## src/hdl/mpq_pkg.sv

```systemverilog
// ----------------------------------------------------------------------------
// mpq_pkg: shared definitions for the sorted minimum priority queue
// Field widths, command codes and status codes used by the queue, its
// channel interfaces and its checker.
// ----------------------------------------------------------------------------
package mpq_pkg;

  localparam int DATA_W   = 32;
  localparam int COUNT_W  = 5;
  localparam int STATUS_W = 2;

  // Command codes carried in the cmd field of an input word.
  localparam logic CMD_PUSH = 1'b0;
  localparam logic CMD_POP  = 1'b1;

  // Status codes carried in the status field of a result word.
  localparam logic [STATUS_W-1:0] STAT_DONE  = 2'd0;
  localparam logic [STATUS_W-1:0] STAT_FULL  = 2'd1;
  localparam logic [STATUS_W-1:0] STAT_EMPTY = 2'd2;

endpackage

```

## src/hdl/mpq_if.sv

```systemverilog
// ----------------------------------------------------------------------------
// mpq_if: channel interfaces of the sorted minimum priority queue
// One interface for command words and one for result words, each a
// valid/ready channel with a source and a sink modport.
// ----------------------------------------------------------------------------
interface mpq_in_if;
  logic                              valid;
  logic                              ready;
  logic                              cmd;
  logic signed [mpq_pkg::DATA_W-1:0] value;

  modport source (output valid, output cmd, output value, input ready);
  modport sink   (input valid, input cmd, input value, output ready);
endinterface

interface mpq_out_if;
  logic                                valid;
  logic                                ready;
  logic signed [mpq_pkg::DATA_W-1:0]   popped_value;
  logic        [mpq_pkg::STATUS_W-1:0] status;
  logic        [mpq_pkg::COUNT_W-1:0]  count;
  logic signed [mpq_pkg::DATA_W-1:0]   min_value;
  logic                                empty_res;

  modport source (output valid, output popped_value, output status, output count,
                  output min_value, output empty_res, input ready);
  modport sink   (input valid, input popped_value, input status, input count,
                  input min_value, input empty_res, output ready);
endinterface

```

## src/hdl/mpq_ram.sv

```systemverilog
// ----------------------------------------------------------------------------
// mpq_ram: generic simple dual-port RAM
// One write port and one read port; read data is registered and holds its
// value in cycles without a read.
// ----------------------------------------------------------------------------
module mpq_ram #(
  parameter int WIDTH = 32,
  parameter int DEPTH = 16
) (
  input  logic                     clk,
  input  logic                     we,
  input  logic [$clog2(DEPTH)-1:0] waddr,
  input  logic [WIDTH-1:0]         wdata,
  input  logic                     re,
  input  logic [$clog2(DEPTH)-1:0] raddr,
  output logic [WIDTH-1:0]         rdata
);

  logic [WIDTH-1:0] mem_r [DEPTH];
  logic [WIDTH-1:0] rdata_r;

  always_ff @(posedge clk) begin
    if (we) begin
      mem_r[waddr] <= wdata;
    end
    if (re) begin
      rdata_r <= mem_r[raddr];
    end
  end

  assign rdata = rdata_r;

endmodule

```

## src/hdl/min_priority_queue.sv

```systemverilog
// ----------------------------------------------------------------------------
// min_priority_queue: bounded sorted minimum priority queue
// Holds up to DEPTH signed values in ascending order in one RAM. A push
// inserts behind all equal values, a pop removes and returns the smallest.
// ----------------------------------------------------------------------------
//
//   Channel | Direction | Word contents
//   --------+-----------+-----------------------------------------------------
//   in_ch   | sink      | cmd (0 push, 1 pop), value (signed 32 bits)
//   out_ch  | source    | popped_value, status, count, min_value, empty_res
//
// One word is handled at a time; in_ch.ready is high only while the
// sequencer is idle. A push into an empty store writes the front entry
// directly; any other push scans from the rear and moves each entry greater
// than the new value back one place. A pop reads the front entry and moves
// every other entry forward one place. Moves share the single RAM read
// port: every entry that moves is read and written once. Dropped pushes and
// empty pops leave the RAM untouched. A finished result waits in the output
// register; the sequencer holds its last state until the output register is
// free. Reset (rst_n low, synchronous) empties the queue; the RAM contents
// are not cleared, since only entries below the count are read.
// ----------------------------------------------------------------------------
module min_priority_queue #(
  parameter int DEPTH = 16
) (
  input  logic           clk,
  input  logic           rst_n,
  mpq_in_if.sink         in_ch,
  mpq_out_if.source      out_ch
);

  localparam int AW        = $clog2(DEPTH);
  localparam int CW        = $clog2(DEPTH + 1);
  localparam int DW        = mpq_pkg::DATA_W;
  localparam int SW        = mpq_pkg::STATUS_W;
  localparam int CNT_OUT_W = mpq_pkg::COUNT_W;

  // Sequencer states. Each stored entry that has to move is handled in
  // PUSH_CMP or POP_SHIFT, where the read of the next entry overlaps the
  // write of the current one.
  typedef enum logic [2:0] {
    S_IDLE,
    S_PUSH_CMP,
    S_PUSH_PUT,
    S_POP_HEAD,
    S_POP_SHIFT,
    S_FETCH_MIN,
    S_OUT
  } state_t;

  state_t               state_r, state_nxt;
  logic [CW-1:0]        cnt_r, cnt_nxt;
  logic [CW-1:0]        pos_r, pos_nxt;
  logic [DW-1:0]        val_r, val_nxt;
  logic [DW-1:0]        popped_r, popped_nxt;
  logic [SW-1:0]        status_r, status_nxt;

  logic                 out_valid_r, out_valid_nxt;
  logic [DW-1:0]        out_popped_r, out_popped_nxt;
  logic [SW-1:0]        out_status_r, out_status_nxt;
  logic [CNT_OUT_W-1:0] out_count_r, out_count_nxt;
  logic [DW-1:0]        out_min_r, out_min_nxt;
  logic                 out_empty_r, out_empty_nxt;

  // RAM port signals.
  logic                 ram_we;
  logic [AW-1:0]        ram_waddr;
  logic [DW-1:0]        ram_wdata;
  logic                 ram_re;
  logic [AW-1:0]        ram_raddr;
  logic [DW-1:0]        ram_rdata;

  // Address arithmetic around the cursor and the count.
  logic [CW-1:0]        cnt_m1;
  logic [CW-1:0]        pos_m1;
  logic [CW-1:0]        pos_m2;
  logic [CW-1:0]        pos_p1;
  logic                 cmp_gt;

  mpq_ram #(
    .WIDTH (DW),
    .DEPTH (DEPTH)
  ) u_ram (
    .clk   (clk),
    .we    (ram_we),
    .waddr (ram_waddr),
    .wdata (ram_wdata),
    .re    (ram_re),
    .raddr (ram_raddr),
    .rdata (ram_rdata)
  );

  assign cnt_m1 = cnt_r - CW'(1);
  assign pos_m1 = pos_r - CW'(1);
  assign pos_m2 = pos_r - CW'(2);
  assign pos_p1 = pos_r + CW'(1);

  // The one comparator: is the entry just read strictly greater than
  // the value being inserted? Equal entries stay in front, which keeps ties
  // in arrival order.
  assign cmp_gt = $signed(ram_rdata) > $signed(val_r);

  assign in_ch.ready = (state_r == S_IDLE);

  always_comb begin
    state_nxt      = state_r;
    cnt_nxt        = cnt_r;
    pos_nxt        = pos_r;
    val_nxt        = val_r;
    popped_nxt     = popped_r;
    status_nxt     = status_r;
    out_valid_nxt  = out_valid_r && !out_ch.ready;
    out_popped_nxt = out_popped_r;
    out_status_nxt = out_status_r;
    out_count_nxt  = out_count_r;
    out_min_nxt    = out_min_r;
    out_empty_nxt  = out_empty_r;
    ram_we         = 1'b0;
    ram_waddr      = '0;
    ram_wdata      = val_r;
    ram_re         = 1'b0;
    ram_raddr      = '0;

    unique case (state_r)
      S_IDLE: begin
        if (in_ch.valid) begin
          val_nxt    = in_ch.value;
          popped_nxt = '0;
          status_nxt = mpq_pkg::STAT_DONE;
          if (in_ch.cmd == mpq_pkg::CMD_PUSH) begin
            if (cnt_r == CW'(DEPTH)) begin
              status_nxt = mpq_pkg::STAT_FULL;
              state_nxt  = S_FETCH_MIN;
            end else if (cnt_r == '0) begin
              // First entry goes straight to the front.
              ram_we    = 1'b1;
              ram_wdata = in_ch.value;
              cnt_nxt   = CW'(1);
              state_nxt = S_FETCH_MIN;
            end else begin
              // Start the scan at the rear of the store.
              ram_re    = 1'b1;
              ram_raddr = cnt_m1[AW-1:0];
              pos_nxt   = cnt_r;
              state_nxt = S_PUSH_CMP;
            end
          end else begin
            if (cnt_r == '0) begin
              status_nxt = mpq_pkg::STAT_EMPTY;
              state_nxt  = S_FETCH_MIN;
            end else begin
              ram_re    = 1'b1;
              state_nxt = S_POP_HEAD;
            end
          end
        end
      end

      S_PUSH_CMP: begin
        // ram_rdata holds the entry just in front of the cursor.
        ram_we    = 1'b1;
        ram_waddr = pos_r[AW-1:0];
        if (cmp_gt) begin
          ram_wdata = ram_rdata;
          if (pos_r == CW'(1)) begin
            pos_nxt   = '0;
            state_nxt = S_PUSH_PUT;
          end else begin
            ram_re    = 1'b1;
            ram_raddr = pos_m2[AW-1:0];
            pos_nxt   = pos_m1;
          end
        end else begin
          ram_wdata = val_r;
          cnt_nxt   = cnt_r + CW'(1);
          state_nxt = S_FETCH_MIN;
        end
      end

      S_PUSH_PUT: begin
        // Every stored entry was greater: the new value becomes the minimum.
        ram_we    = 1'b1;
        ram_wdata = val_r;
        cnt_nxt   = cnt_r + CW'(1);
        state_nxt = S_FETCH_MIN;
      end

      S_POP_HEAD: begin
        popped_nxt = ram_rdata;
        if (cnt_r == CW'(1)) begin
          cnt_nxt   = '0;
          state_nxt = S_FETCH_MIN;
        end else begin
          ram_re    = 1'b1;
          ram_raddr = AW'(1);
          pos_nxt   = CW'(1);
          state_nxt = S_POP_SHIFT;
        end
      end

      S_POP_SHIFT: begin
        // Move the entry at the cursor one place toward the front.
        ram_we    = 1'b1;
        ram_waddr = pos_m1[AW-1:0];
        ram_wdata = ram_rdata;
        if (pos_p1 < cnt_r) begin
          ram_re    = 1'b1;
          ram_raddr = pos_p1[AW-1:0];
          pos_nxt   = pos_p1;
        end else begin
          cnt_nxt   = cnt_m1;
          state_nxt = S_FETCH_MIN;
        end
      end

      S_FETCH_MIN: begin
        ram_re    = 1'b1;
        state_nxt = S_OUT;
      end

      S_OUT: begin
        // The read data register holds the front entry until the next read,
        // so a stalled result can wait here.
        if (!out_valid_r || out_ch.ready) begin
          out_valid_nxt  = 1'b1;
          out_popped_nxt = popped_r;
          out_status_nxt = status_r;
          out_count_nxt  = CNT_OUT_W'(cnt_r);
          out_min_nxt    = (cnt_r != '0) ? ram_rdata : '0;
          out_empty_nxt  = (cnt_r == '0);
          state_nxt      = S_IDLE;
        end
      end

      default: begin
        state_nxt = S_IDLE;
      end
    endcase
  end

  always_ff @(posedge clk) begin
    if (!rst_n) begin
      state_r     <= S_IDLE;
      cnt_r       <= '0;
      out_valid_r <= 1'b0;
    end else begin
      state_r     <= state_nxt;
      cnt_r       <= cnt_nxt;
      out_valid_r <= out_valid_nxt;
    end
    pos_r        <= pos_nxt;
    val_r        <= val_nxt;
    popped_r     <= popped_nxt;
    status_r     <= status_nxt;
    out_popped_r <= out_popped_nxt;
    out_status_r <= out_status_nxt;
    out_count_r  <= out_count_nxt;
    out_min_r    <= out_min_nxt;
    out_empty_r  <= out_empty_nxt;
  end

  assign out_ch.valid        = out_valid_r;
  assign out_ch.popped_value = out_popped_r;
  assign out_ch.status       = out_status_r;
  assign out_ch.count        = out_count_r;
  assign out_ch.min_value    = out_min_r;
  assign out_ch.empty_res    = out_empty_r;

endmodule

```

## src/flat_wrapper.sv

```systemverilog
// flat-port wrapper written by rule: the top's interface ports become plain ports
module min_priority_queue_flat 
#(
  parameter int DEPTH = 16
)
  (clk, rst_n, in_ch_valid, in_ch_cmd, in_ch_value, in_ch_ready, out_ch_valid, out_ch_popped_value, out_ch_status, out_ch_count, out_ch_min_value, out_ch_empty_res, out_ch_ready);
  mpq_in_if in_ch_i ();
  mpq_out_if out_ch_i ();
  input  logic clk;
  input  logic rst_n;
  input wire logic [$bits(in_ch_i.valid)-1:0] in_ch_valid;
  input wire logic [$bits(in_ch_i.cmd)-1:0] in_ch_cmd;
  input wire logic [$bits(in_ch_i.value)-1:0] in_ch_value;
  output wire logic [$bits(in_ch_i.ready)-1:0] in_ch_ready;
  output wire logic [$bits(out_ch_i.valid)-1:0] out_ch_valid;
  output wire logic [$bits(out_ch_i.popped_value)-1:0] out_ch_popped_value;
  output wire logic [$bits(out_ch_i.status)-1:0] out_ch_status;
  output wire logic [$bits(out_ch_i.count)-1:0] out_ch_count;
  output wire logic [$bits(out_ch_i.min_value)-1:0] out_ch_min_value;
  output wire logic [$bits(out_ch_i.empty_res)-1:0] out_ch_empty_res;
  input wire logic [$bits(out_ch_i.ready)-1:0] out_ch_ready;
  assign in_ch_i.valid = in_ch_valid;
  assign in_ch_i.cmd = in_ch_cmd;
  assign in_ch_i.value = in_ch_value;
  assign in_ch_ready = in_ch_i.ready;
  assign out_ch_valid = out_ch_i.valid;
  assign out_ch_popped_value = out_ch_i.popped_value;
  assign out_ch_status = out_ch_i.status;
  assign out_ch_count = out_ch_i.count;
  assign out_ch_min_value = out_ch_i.min_value;
  assign out_ch_empty_res = out_ch_i.empty_res;
  assign out_ch_i.ready = out_ch_ready;
  min_priority_queue #(.DEPTH(DEPTH)) u_core (.clk(clk), .rst_n(rst_n), .in_ch(in_ch_i), .out_ch(out_ch_i));
endmodule
```

## config.mk

```make
export PLATFORM = sky130hd
export DESIGN_NAME = min_priority_queue_flat
export DESIGN_NICKNAME = d
export VERILOG_FILES = /design/src/hdl/mpq_pkg.sv /design/src/hdl/mpq_if.sv /design/src/hdl/mpq_ram.sv /design/src/hdl/min_priority_queue.sv /design/src/flat_wrapper.sv
export SDC_FILE = /design/constraint.sdc
export NUM_CORES = 1
export LEC_CHECK = 0
export BUFFER_PORTS_ARGS = -buffer_cell sky130_fd_sc_hd__buf_2
export CAP_MARGIN = 25
export CORE_UTILIZATION = 54
export DETAILED_ROUTE_END_ITERATION = 8
export HOLD_SLACK_MARGIN = 0.08
export PLACE_DENSITY = 0.71
export REMOVE_ABC_BUFFERS = 1
export SLEW_MARGIN = 20
export SYNTH_ARGS = -nofsm -noshare
export SYNTH_HDL_FRONTEND = slang
export SYNTH_HIERARCHICAL = 1
export SYNTH_SLANG_ARGS = --single-unit
export TNS_END_PERCENT = 50
```

## constraint.sdc

```tcl
create_clock -name clk -period 10.1 [get_ports clk]
set_input_delay 1.01 -clock clk [delete_from_list [all_inputs] [get_ports clk]]
set_output_delay 1.01 -clock clk [all_outputs]
set_load 0.03 [all_outputs]
```

; ---- Word level (Yosys, flattened, before mapping)
; Memories as Yosys holds them, arrays and structs flattened. A register that Yosys moved wholly into a read port is not among the register bits.
; Cells that the tools add are included.
[totals]
reg_bits = 152
latchBits = 0
ramBits = 512
romBits = 0
inputBits = 37
out_inout_bits = 74
wordCells = 126
memories = 1
[classes]
addsub = 5
n_mul = 0
n_div = 0
n_lt_le_gt_ge = 2
eq_ne = 22
n_shift = 0
muxes = 67
n_bitwise = 0
reduce_logical = 17
[mem_list]
columns = name, depth, width, read_ports, rd_clocked_by_memory_dff, write_ports, line_no
row1 = u_core.u_ram.mem_r, 16, 32, 1, 1, 1, mpq_ram.sv:19  ; logic [WIDTH-1:0] mem_r [DEPTH];
[op_table]
columns = operator, n
row1 = $mux 32, 6
row2 = $pmux 32 s3, 1
row3 = $mux 5, 15
row4 = $pmux 32 s2, 1
row5 = $gt 32x32->1, 1
row6 = $mux 4, 7
row7 = $mux 3, 9
row8 = $pmux 5 s5, 1
row9 = $pmux 3 s7, 1
row10 = $pmux 5 s4, 1
row11 = $mux 1, 19
row12 = $pmux 4 s4, 1
row13 = $reduce_and 8->1, 2
row14 = $ne 2x2->1 const B, 7
row15 = $add 5x1->5 const B, 2
row16 = $eq 5x1->1 const B, 2
row17 = $ne 2x1->1 const B, 5
row18 = $reduce_bool 5->1, 2
row19 = $sub 5x1->5 const B, 2
row20 = $eq 3x3->1 const B, 3
row21 = $pmux 4 s2, 1
row22 = $eq 3x2->1 const B, 2
row23 = $reduce_and 2->1, 3
row24 = $eq 5x5->1 const B, 1
row25 = other kinds (16), 18

; ---- Logic depth before layout (Yosys ltp)
; Gate-level depths: netlist of run 1.
[logic_depth]
word_depth = 8
depth_mapped = 16
mapped_depth_nobuf = 13

; ---- Hierarchy
; The synthesis of run 1 kept the hierarchy.
[by_module_without_submodules]
columns = module, n_inst, cells_per_inst, area_each_um2, seq_area_each_um2
row1 = mpq_ram, 1, 838, 20155.6, 16335.7
row2 = min_priority_queue, 1, 630, 7523.5, 4474.3

; ---- Worst setup path before layout of run 1
; No wires, ideal clock.
[synth_timing]
path_type = input-to-reg
from = input port out_ch_ready
to = register u_core.out_count_r[0], in the netlist u_core/out_ch.count[0] (enable)
setup_ps = 591
arrival_time_ps = 5986
t_required_ps = 9509
path_slack_ps = 3523
cell_stages = 2
path_buffers = 0
cell_sequence = nor2b_1 > nor3_1
[synth_between]
elab_chain_len = 2
[synth_lines]
columns = item, line_no
row1 = from (decl), flat_wrapper.sv:21  ; input wire logic [$bits(out_ch_i.ready)-1:0] out_ch_ready;
row2 = $logic_or 1x1->1, min_priority_queue.sv:224  ; if (!out_valid_r || out_ch.ready) begin
row3 = $reduce_and 2->1 (no line), n/a
row4 = to (signal assigned), min_priority_queue.sv:257  ; out_count_r <= out_count_nxt;
row5 = to (decl), min_priority_queue.sv:61  ; logic [CNT_OUT_W-1:0] out_count_r, out_count_nxt;
; No other way between the ends.
; A chain may end at the register's enable or synchronous reset.

; ---- Worst setup path in the final report of run 1
[layout_timing]
from = register u_core.u_ram.rdata_r[31], in the netlist u_core/u_ram/rdata[31] (read register of u_core.u_ram.mem_r)
to = register u_core.u_ram.rdata_r[23], in the netlist u_core/u_ram/rdata[23] (read register of u_core.u_ram.mem_r) (data pin)
[layout_between]
elab_chain_len = 3
elab_cells_between_ends = 5
cone_classes = order compare: 1 / mux: 4
[layout_lines]
columns = item, line_no
row1 = from (decl), mpq_ram.sv:20  ; logic [WIDTH-1:0] rdata_r;
row2 = $gt 32x32->1, min_priority_queue.sv:101  ; assign cmp_gt = $signed(ram_rdata) > $signed(val_r);
row3 = $mux 4, min_priority_queue.sv:163  ; if (cmp_gt) begin
row4 = $pmux 4 s4, min_priority_queue.sv:124  ; unique case (state_r)
row5 = via u_core.ram_raddr[1], min_priority_queue.sv:70  ; logic [AW-1:0] ram_raddr;
; The timed path passes the listed nets, and every way through them passes these cells.

==> results_dict.tcl, run 1 <==
set metrics [dict create \
    tightest_slew_ps 1030 \
    vias 14900 \
    rows 82 \
    synth_edf_count 687 \
    numCtsBuffers 70 \
    core_um2 50400 \
    dp_hpwl_mm 35.7 \
    cts_buffer_depth 3 \
    outcome "finished clean" \
    detail_route.wl_per_cell_um 28.7 \
    ys_warn_count 6 \
    slowest_delay_ps 930 \
    fmax_ghz 0.186 \
    finalSetupViolations 0 \
    synth_top_area_share_pct 74.5 \
    drcViolationCount 0 \
    cts_setup_buffers 0 \
    crit_arrival_ps 5710 \
    cts-root-buf "clkbuf_16" \
    synthFlopType "edfxtp_1" \
    postCtsResizedCells 0 \
    initial_core_util_pct 54.9 \
    totalPowerFinal_w 0.0116 \
    ioPinCount 111 \
    skew_ps 21.2 \
    relSlewSlack_pct 31.1 \
    cts_tree "built" \
    place_congestion 0.888 \
    setup.worst_path.class "register to register" \
    dieHeight_um 228 \
    track_usage_pct 26.0 \
    worst_path_max_delay_cell "buf_4" \
    crit_family "compound AO/OA/AOI/OAI gates" \
    clk_pin_slew_ps 60 \
    p_leak_nw 10.6 \
    fin_crit_sh_pct 53.3 \
    crit_path_end_kind "register" \
    hold_path_class "register to register" \
    portBuffers 110 \
    postCtsHoldBufs 0 \
    hold_viol 0 \
    yosysTopAreaCell "edfxtp_1" \
    ys_types 61 \
    grt_pass1_vias 14800 \
    max_cap_violations 0 \
    vias_per_cell 6.37 \
    drive_gt1_share_pct 24.7 \
    instances_no_fill 2337 \
    crit_fanout 67 \
    async_flop_share_pct 0 \
    place_inst 2216 \
    path_cells "ha_1, nand4_1, nor3_1, a2111oi_1, a21o_1, o211a_4, nand2_1, o221ai_4, buf_4, mux4_2, a22oi_1, nand2_1" \
    synth_area_um2 27700 \
    drt_iter0_drc 2306 \
    syn_to_final_growth_pct 13.8 \
    grt_pass1_wl_mm 97.5 \
    ys_top_cells_by_area "edfxtp_1 (75%), mux4_2 (10%), ha_1 (2.0%)" \
    rsz0062_at_grt "false" \
    cp_common_cell "nand2_1" \
    setup_tns_ps 0 \
    diodes 0 \
    finalCriticalPeriod_ps 5380 \
    synth_seq_area_share_pct 75.2 \
    yosys-top-cells-count "edfxtp_1 (687), mux4_2 (128), nand2_1 (81)" \
    antenna_found_initial 0 \
    grt-ovfl-total 0 \
    drv_slew 0 \
    avgSynthCellArea_um2 18.9 \
    synthCells 1468 \
    dieArea_um2 52200 \
    first_pass_iters 6 \
    cp-start-kind "register" \
    crit_buf_inv 1 \
    die-width_um 228 \
    ys_seq_elements 696 \
    fin_nets 1699 \
    cp.required_ps 10420 \
    peakVddDrop_mv 0.433 \
    clk_latency_ps 600 \
    cts-htree-levels 3 \
    yosysMostFrequentCell "edfxtp_1" \
    grt_max_degree 89 \
    ant_nets 0 \
    powerDensity_nw_per_um2 369 \
    cts.sink_count 696 \
    routed_wl_mm 67.1 \
]
-- cell families after synthesis --
| logic type | after synthesis | synth area share [%] |
|---|---|---|
| AOI/OAI and AO/OA | 199 | 5.52 |
| xor gates and xnor gates | 9 | 0.285 |
| adders and majority gates | 45 | 2.03 |
| buffers and inverters | 147 | 2.24 |
| DFF | 696 | 75.2 |
| muxes | 128 | 10.4 |
| and+or+nand+nor | 244 | 4.32 |
-- metal layers --
layer,track usage (%),part of all wire (%)
met4,10.2,3.2
met2,41.7,48
met1,35.5,38
met5,0,0
met3,4.95,11
-- worst paths after layout --
| path | start | endpoint | slack [ps] | depth (start not counted) |
|---|---|---|---|---|
| max | u_core/u_ram/rdata[31] | u_core/u_ram/rdata[23] | 4720 | 12 |
| min | u_core/popped_r[16] | u_core/out_ch.popped_value[16] | 410 | 0 |
| max reg2reg | u_core/u_ram/rdata[31] | u_core/u_ram/rdata[23] | 4720 | 12 |
| min reg2reg | u_core/popped_r[16] | u_core/out_ch.popped_value[16] | 410 | 0 |
-- area by class of cell --
type / count / area, um2
clock inverters: 34 / 390
repair buffers: 146 / 853
well taps: 672 / 841
multi-input cells: 625 / 6430
clock buffers: 86 / 1880
inverters: 78 / 293
flip-flops and latches: 696 / 20800
fillers: 3453 / 18900
-- sequential cells by signal, summed over array words and instances (netlist names), 3 cells and up --
register / count
u_core/u_ram/mem_r: 512
u_core/u_ram/rdata: 32
u_core/state_r: 3
u_core/out_ch.count: 5
u_core/cnt_r: 5
u_core/out_ch.min_value: 32
u_core/val_r: 32
u_core/pos_r: 5
u_core/out_ch.popped_value: 32
u_core/popped_r: 32
-- power by group --
group          internal [W]  switching (W)  total [W]
clock               0.00154        0.00104    0.00258
sequential          0.00456       0.000242    0.00480
combinational       0.00146        0.00278    0.00424
-- layout by cell type, fill, tap and decap left out, drive strengths merged, types with 6 or more instances in the layout --
cell type | netlist | layout
nand3 | 9 | 9
edfxtp | 687 | 687
bufinv | 0 | 9
ha | 45 | 45
a222oi | 30 | 30
a22oi | 67 | 67
a21oi | 30 | 30
nor3 | 13 | 13
dfxtp | 9 | 9
and2 | 35 | 35
a211oi | 6 | 6
xnor2 | 6 | 6
o21ai | 24 | 24
buf | 33 | 145
clkinv | 0 | 22
nor2b | 38 | 38
clkbuf | 36 | 87
nand2 | 81 | 81
nand4 | 8 | 8
inv | 78 | 79
nor2 | 45 | 45
mux4 | 128 | 128
o211ai | 8 | 8
-- per-stage QoR --
stage                     worst slack (ps)  utilization, %  hold slack (ps)  instance area [um2]
after detailed placement              4870            58.0              405                29200
final                                 4720            62.5              415                31500
after floorplan                      -3990               -              400                27400
after global routing                  4470            62.5              417                31500
after global placement                4980            58.0              402                29200
after CTS                             4840            62.5              413                31500
Power figures use the tool's default switching activity.
==> inputs of run 2 (changes only) <==
Settings changed: PLACE_DENSITY 0.71 to 0.74.
Clock period 10.1 ns to 4.57 ns, I/O delays scaled along.
==> results_dict.tcl, run 2 (same netlist as run 1, synthesis figures left out) <==
set metrics [dict create \
    outcome "finished clean" \
    first_pass_iters 5 \
    path_cells "ha_1, nand4_1, buf_4, nor3_1, a2111oi_2, a21o_1, o211a_4, nand2_1, o211ai_1, buf_4, buf_12, buf_4, mux4_2, a22oi_1, nand2_1" \
    crit_path_end_kind "register" \
    grt_pass1_wl_mm 100 \
    drt_iter0_drc 1986 \
    top_register "u_core/u_ram/mem_r" \
    powerDensity_nw_per_um2 813 \
    setup_tns_ps 0 \
    critPathLaunch "u_core/u_ram/rdata[31]" \
    skew_ps 27.0 \
    dieHeight_um 228 \
    cts.sink_count 696 \
    antenna_found_initial 0 \
    cp.required_ps 4900 \
    vias_per_cell 6.30 \
    place_congestion 0.895 \
    hold_path_class "input pin to register" \
    cts-root-buf "clkbuf_16" \
    syn_to_final_growth_pct 16.6 \
    cts_tree "built" \
    grt_max_degree 53 \
    max_cap_violations 0 \
    clk_pin_slew_ps 60 \
    dieArea_um2 52200 \
    relSlewSlack_pct 34.0 \
    final_common_cell "edfxtp_1" \
    initial_core_util_pct 54.9 \
    fillers 3341 \
    fin_nets 1764 \
    setup.worst_path.class "register to register" \
    core_um2 50400 \
    numCtsBuffers 71 \
    cp_common_cell "buf_4" \
    fin_crit_sh_pct 95.7 \
    dp_hpwl_mm 38.1 \
    cp-start-kind "register" \
    cts_buffer_depth 3 \
    crit_arrival_ps 4710 \
    worst_path_max_delay_cell "a2111oi_2" \
    totalPowerFinal_w 0.0262 \
    r2r_start "u_core/u_ram/rdata[31]" \
    tightest_slew_ps 979 \
    finalSetupViolations 0 \
    p_leak_nw 10.9 \
    crit_fanout 28 \
    hold_viol 0 \
    clk_latency_ps 600 \
    fin_ws_ps 196 \
    largest_reg_flops 512 \
    pre_cts_ws_ps -78.1 \
    slowest_delay_ps 550 \
    min_from "in_ch_value[12]" \
    fmax_ghz 0.229 \
    vias 15200 \
    grt-ovfl-total 0 \
    cts-htree-levels 3 \
    finalCriticalPeriod_ps 4370 \
    portBuffers 110 \
    ant_nets 0 \
    crit_buf_inv 4 \
    track_usage_pct 26.3 \
    crit_family "compound AO/OA/AOI/OAI gates" \
    rows 82 \
    final_cell_mix "edfxtp_1 (687), mux4_2 (128), buf_2 (110)" \
    ioPinCount 111 \
    detail_route.wl_per_cell_um 28.0 \
    grt_pass1_vias 15400 \
    drv_slew 0 \
    peakVddDrop_mv 0.665 \
    routed_wl_mm 67.4 \
    die-width_um 228 \
    drcViolationCount 0 \
    drive_gt1_share_pct 26.1 \
]
-- run 2: layer usage --
metal | wire (um) | global-route usage (%)
met5 | 0 | 0
met4 | 2130 | 9.12
met3 | 6500 | 4.39
met2 | 33000 | 43.0
met1 | 25700 | 36.1
-- run 2: worst paths after layout --
check                                   endpoint  slack, ps  depth (start not counted)
hold reg to reg   u_core/out_ch.popped_value[24]        410                          0
hold / removal                  u_core/val_r[12]        100                          1
setup / recovery           u_core/u_ram/rdata[9]        200                         15
setup reg to reg           u_core/u_ram/rdata[9]        200                         15
-- run 2: repair_timing --
action / CTS / global route
hold buffers: 23 / 0
resized for setup: 0 / 5
endpoints found under the hold margin: 23 / 0
pin swaps: 1 / 1
endpoints found under the setup margin: 19 / 32
setup buffers: 2 / 1
gates cloned: 0 / 0
-- run 2: stage by stage --
| step | util (%) | hold slack, ps | cells | instance area (um2) |
|---|---|---|---|---|
| 6_report | 64.0 | 98.7 | 2407 | 32300 |
| 5_1_grt | 64.0 | 91.3 | 2406 | 32300 |
| 4_1_cts | 63.9 | 80.8 | 2402 | 32200 |
| 3_5_place_dp | 59.0 | 405 | 2252 | 29700 |
| 3_3_place_gp | 58.9 | 403 | 2250 | 29700 |
| 2_1_floorplan | - | 400 | 1399 | 27400 |
-- run 2: power by group --
part           total, W  internal, W  switching (W)
sequential       0.0106       0.0101       0.000505
combinational    0.0101      0.00374        0.00634
clock           0.00560      0.00326        0.00234
-- run 2: layout make-up --
type	instances	area, um2	area share (%)
Tap cell	672	841	2.61
Antenna cell	1	2.50	0.00776
Clock inverter	30	269	0.834
Sequential cell	696	20800	64.5
Clock buffer	95	1970	6.11
Timing Repair Buffer	210	1620	5.03
Multi-Input combinational cell	625	6450	20.0
Inverter	78	293	0.908
-- run 2: worst register-to-register path, stage by stage (launching register included) --
cell	delay, ps
edfxtp_1	510
ha_1	390
nand4_1	90
buf_4	160
nor3_1	80
a2111oi_2	550
a21o_1	280
o211a_4	280
nand2_1	90
o211ai_1	180
buf_4	160
buf_12	260
buf_4	270
mux4_2	510
a22oi_1	230
nand2_1	80
==> inputs of run 3 (changes only) <==
Settings changed: SETUP_SLACK_MARGIN from default to 0.2.
==> results_dict.tcl, run 3 (same netlist as run 1, synthesis figures left out) <==
set metrics [dict create \
    top_register "u_core/u_ram/mem_r" \
    pwr-share-seq_pct 39.9 \
    relSlewSlack_pct 35.7 \
    skew_ps 21.5 \
    fmax_ghz 0.239 \
    setup.worst_path.class "register to register" \
    p_switching_w 0.00928 \
    cts_tree "built" \
    detail_route.wl_per_cell_um 28.3 \
    p_leak_nw 11.0 \
    portBuffers 110 \
    syn_to_final_growth_pct 17.1 \
    numCtsBuffers 71 \
    cts_buffer_depth 3 \
    crit_end "u_core/u_ram/rdata[9]" \
    peakVddDrop_mv 0.656 \
    drt_iter0_drc 2039 \
    final_cell_mix "edfxtp_1 (687), mux4_2 (128), buf_2 (110)" \
    drv_slew 0 \
    ioPinCount 111 \
    totalPowerFinal_w 0.0265 \
    critPathLaunch "u_core/u_ram/rdata[31]" \
    path_cells "ha_1, nand4_1, buf_4, nor4_2, nand2_1, a32oi_4, o211a_4, nand2_1, o211ai_1, buf_4, buf_16, buf_4, mux4_2, a22oi_1, nand2_1" \
    switching_share_pct 35.0 \
    p_int_w 0.0172 \
    reg2reg_depth 15 \
    finalCriticalPeriod_ps 4180 \
    drcViolationCount 0 \
    final_util_pct 64.4 \
    track_usage_pct 26.3 \
    rrSetupSlack_ps 390 \
    place_congestion 0.895 \
    tightest_slew_ps 954 \
    routed_wl_mm 68.5 \
    grt_max_degree 53 \
    whs_ps 99.0 \
    p_clk_share_pct 21.2 \
    vias_per_cell 6.31 \
    vias 15200 \
    dieHeight_um 228 \
    rows 82 \
    fin_crit_sh_pct 91.6 \
    design_area_um2 32400 \
    clk_latency_ps 600 \
    cts.sink_count 696 \
    pre_cts_ws_ps -78.1 \
    grt_pass1_vias 15400 \
    crit_buf_inv 4 \
    clk_pin_slew_ps 60 \
    powerDensity_nw_per_um2 817 \
    rsz0062_at_grt "false" \
    rr_endpoint "u_core/u_ram/rdata[9]" \
    cp.required_ps 4900 \
    crit_fanout 14 \
    crit_arrival_ps 4520 \
    antenna_found_initial 0 \
    placed_cell_area_um2 29700 \
    cp-start-kind "register" \
    comb_power_share_pct 38.9 \
    ant_nets 0 \
    core_um2 50400 \
    drive_gt1_share_pct 26.7 \
    initial_core_util_pct 54.9 \
    crit_path_end_kind "register" \
    cp.depth 15 \
    grt_pass1_wl_mm 100 \
    fin_ws_ps 385 \
    outcome "finished clean" \
    r2r_start "u_core/u_ram/rdata[31]" \
    grt-ovfl-total 0 \
    first_pass_iters 8 \
    crit_family "compound AO/OA/AOI/OAI gates" \
    cts-root-buf "clkbuf_16" \
    slowest_delay_ps 510 \
    max_cap_violations 0 \
    hold_path_class "input pin to register" \
    worst_path_max_delay_cell "mux4_2" \
    die-width_um 228 \
    dieArea_um2 52200 \
    cts-htree-levels 3 \
    fin_nets 1772 \
    hold_viol 0 \
    final_common_cell "edfxtp_1" \
    finalSetupViolations 0 \
    largest_reg_flops 512 \
    dp_hpwl_mm 38.1 \
]
-- run 3: what timing repair did --
action                                  4_1_cts  5_1_grt
endpoints found under the setup margin       32       32
gates resized for setup                       3       12
hold buffers                                 23        0
gates cloned                                  0        2
buffers inserted                              3        6
pin swaps                                     2        5
hold endpoints to repair                     23        0
-- run 3: area by class of cell --
cell class                 count  area [um2]
fill                        3309       18000
multi-input combinational    625        6500
tap                          672         841
sequential                   696       20800
timing repair buffer         218        1730
inverter                      78         293
clock inverter                30         269
clock buffer                  95        1970
antenna                        1        2.50
-- run 3: how the worst min path moves through the flow --
stage                     slack [ps]  depth (start not counted)                             end                 from
after detailed placement         400                          0  u_core/out_ch.popped_value[24]  u_core/popped_r[24]
after floorplan                  400                          0   u_core/out_ch.popped_value[0]   u_core/popped_r[0]
final                            100                          1                u_core/val_r[12]      in_ch_value[12]
after global placement           400                          0   u_core/out_ch.popped_value[5]   u_core/popped_r[5]
after CTS                         80                          1                u_core/val_r[12]      in_ch_value[12]
after global routing              90                          1                u_core/val_r[12]      in_ch_value[12]
-- run 3: power by group through the flow --
stage | registers (W) | clock network (W) | logic [W]
floorplan | 0.0106 | 0 | 0.00603
global placement | 0.0106 | 0 | 0.00951
detailed placement | 0.0107 | 0 | 0.00983
CTS | 0.0106 | 0.00567 | 0.00995
global route | 0.0106 | 0.00593 | 0.0110
finish | 0.0106 | 0.00561 | 0.0103
-- run 3: per-layer routing --
layer  part of all wire (%)  global-route usage (%)  vias up
met5                      0                       0        -
met4                    3.3                    8.91        0
met3                     10                    4.35      155
met2                     49                    43.2      983
met1                     38                    36.1     7735
li1                       -                       -     6374
-- run 3: through the flow --
step | TNS [ps] | cells
2_1_floorplan | -1172520 | 1399
3_5_place_dp | -483 | 2252
5_1_grt | 0 | 2414
6_report | 0 | 2415
3_3_place_gp | 0 | 2250
4_1_cts | 0 | 2403
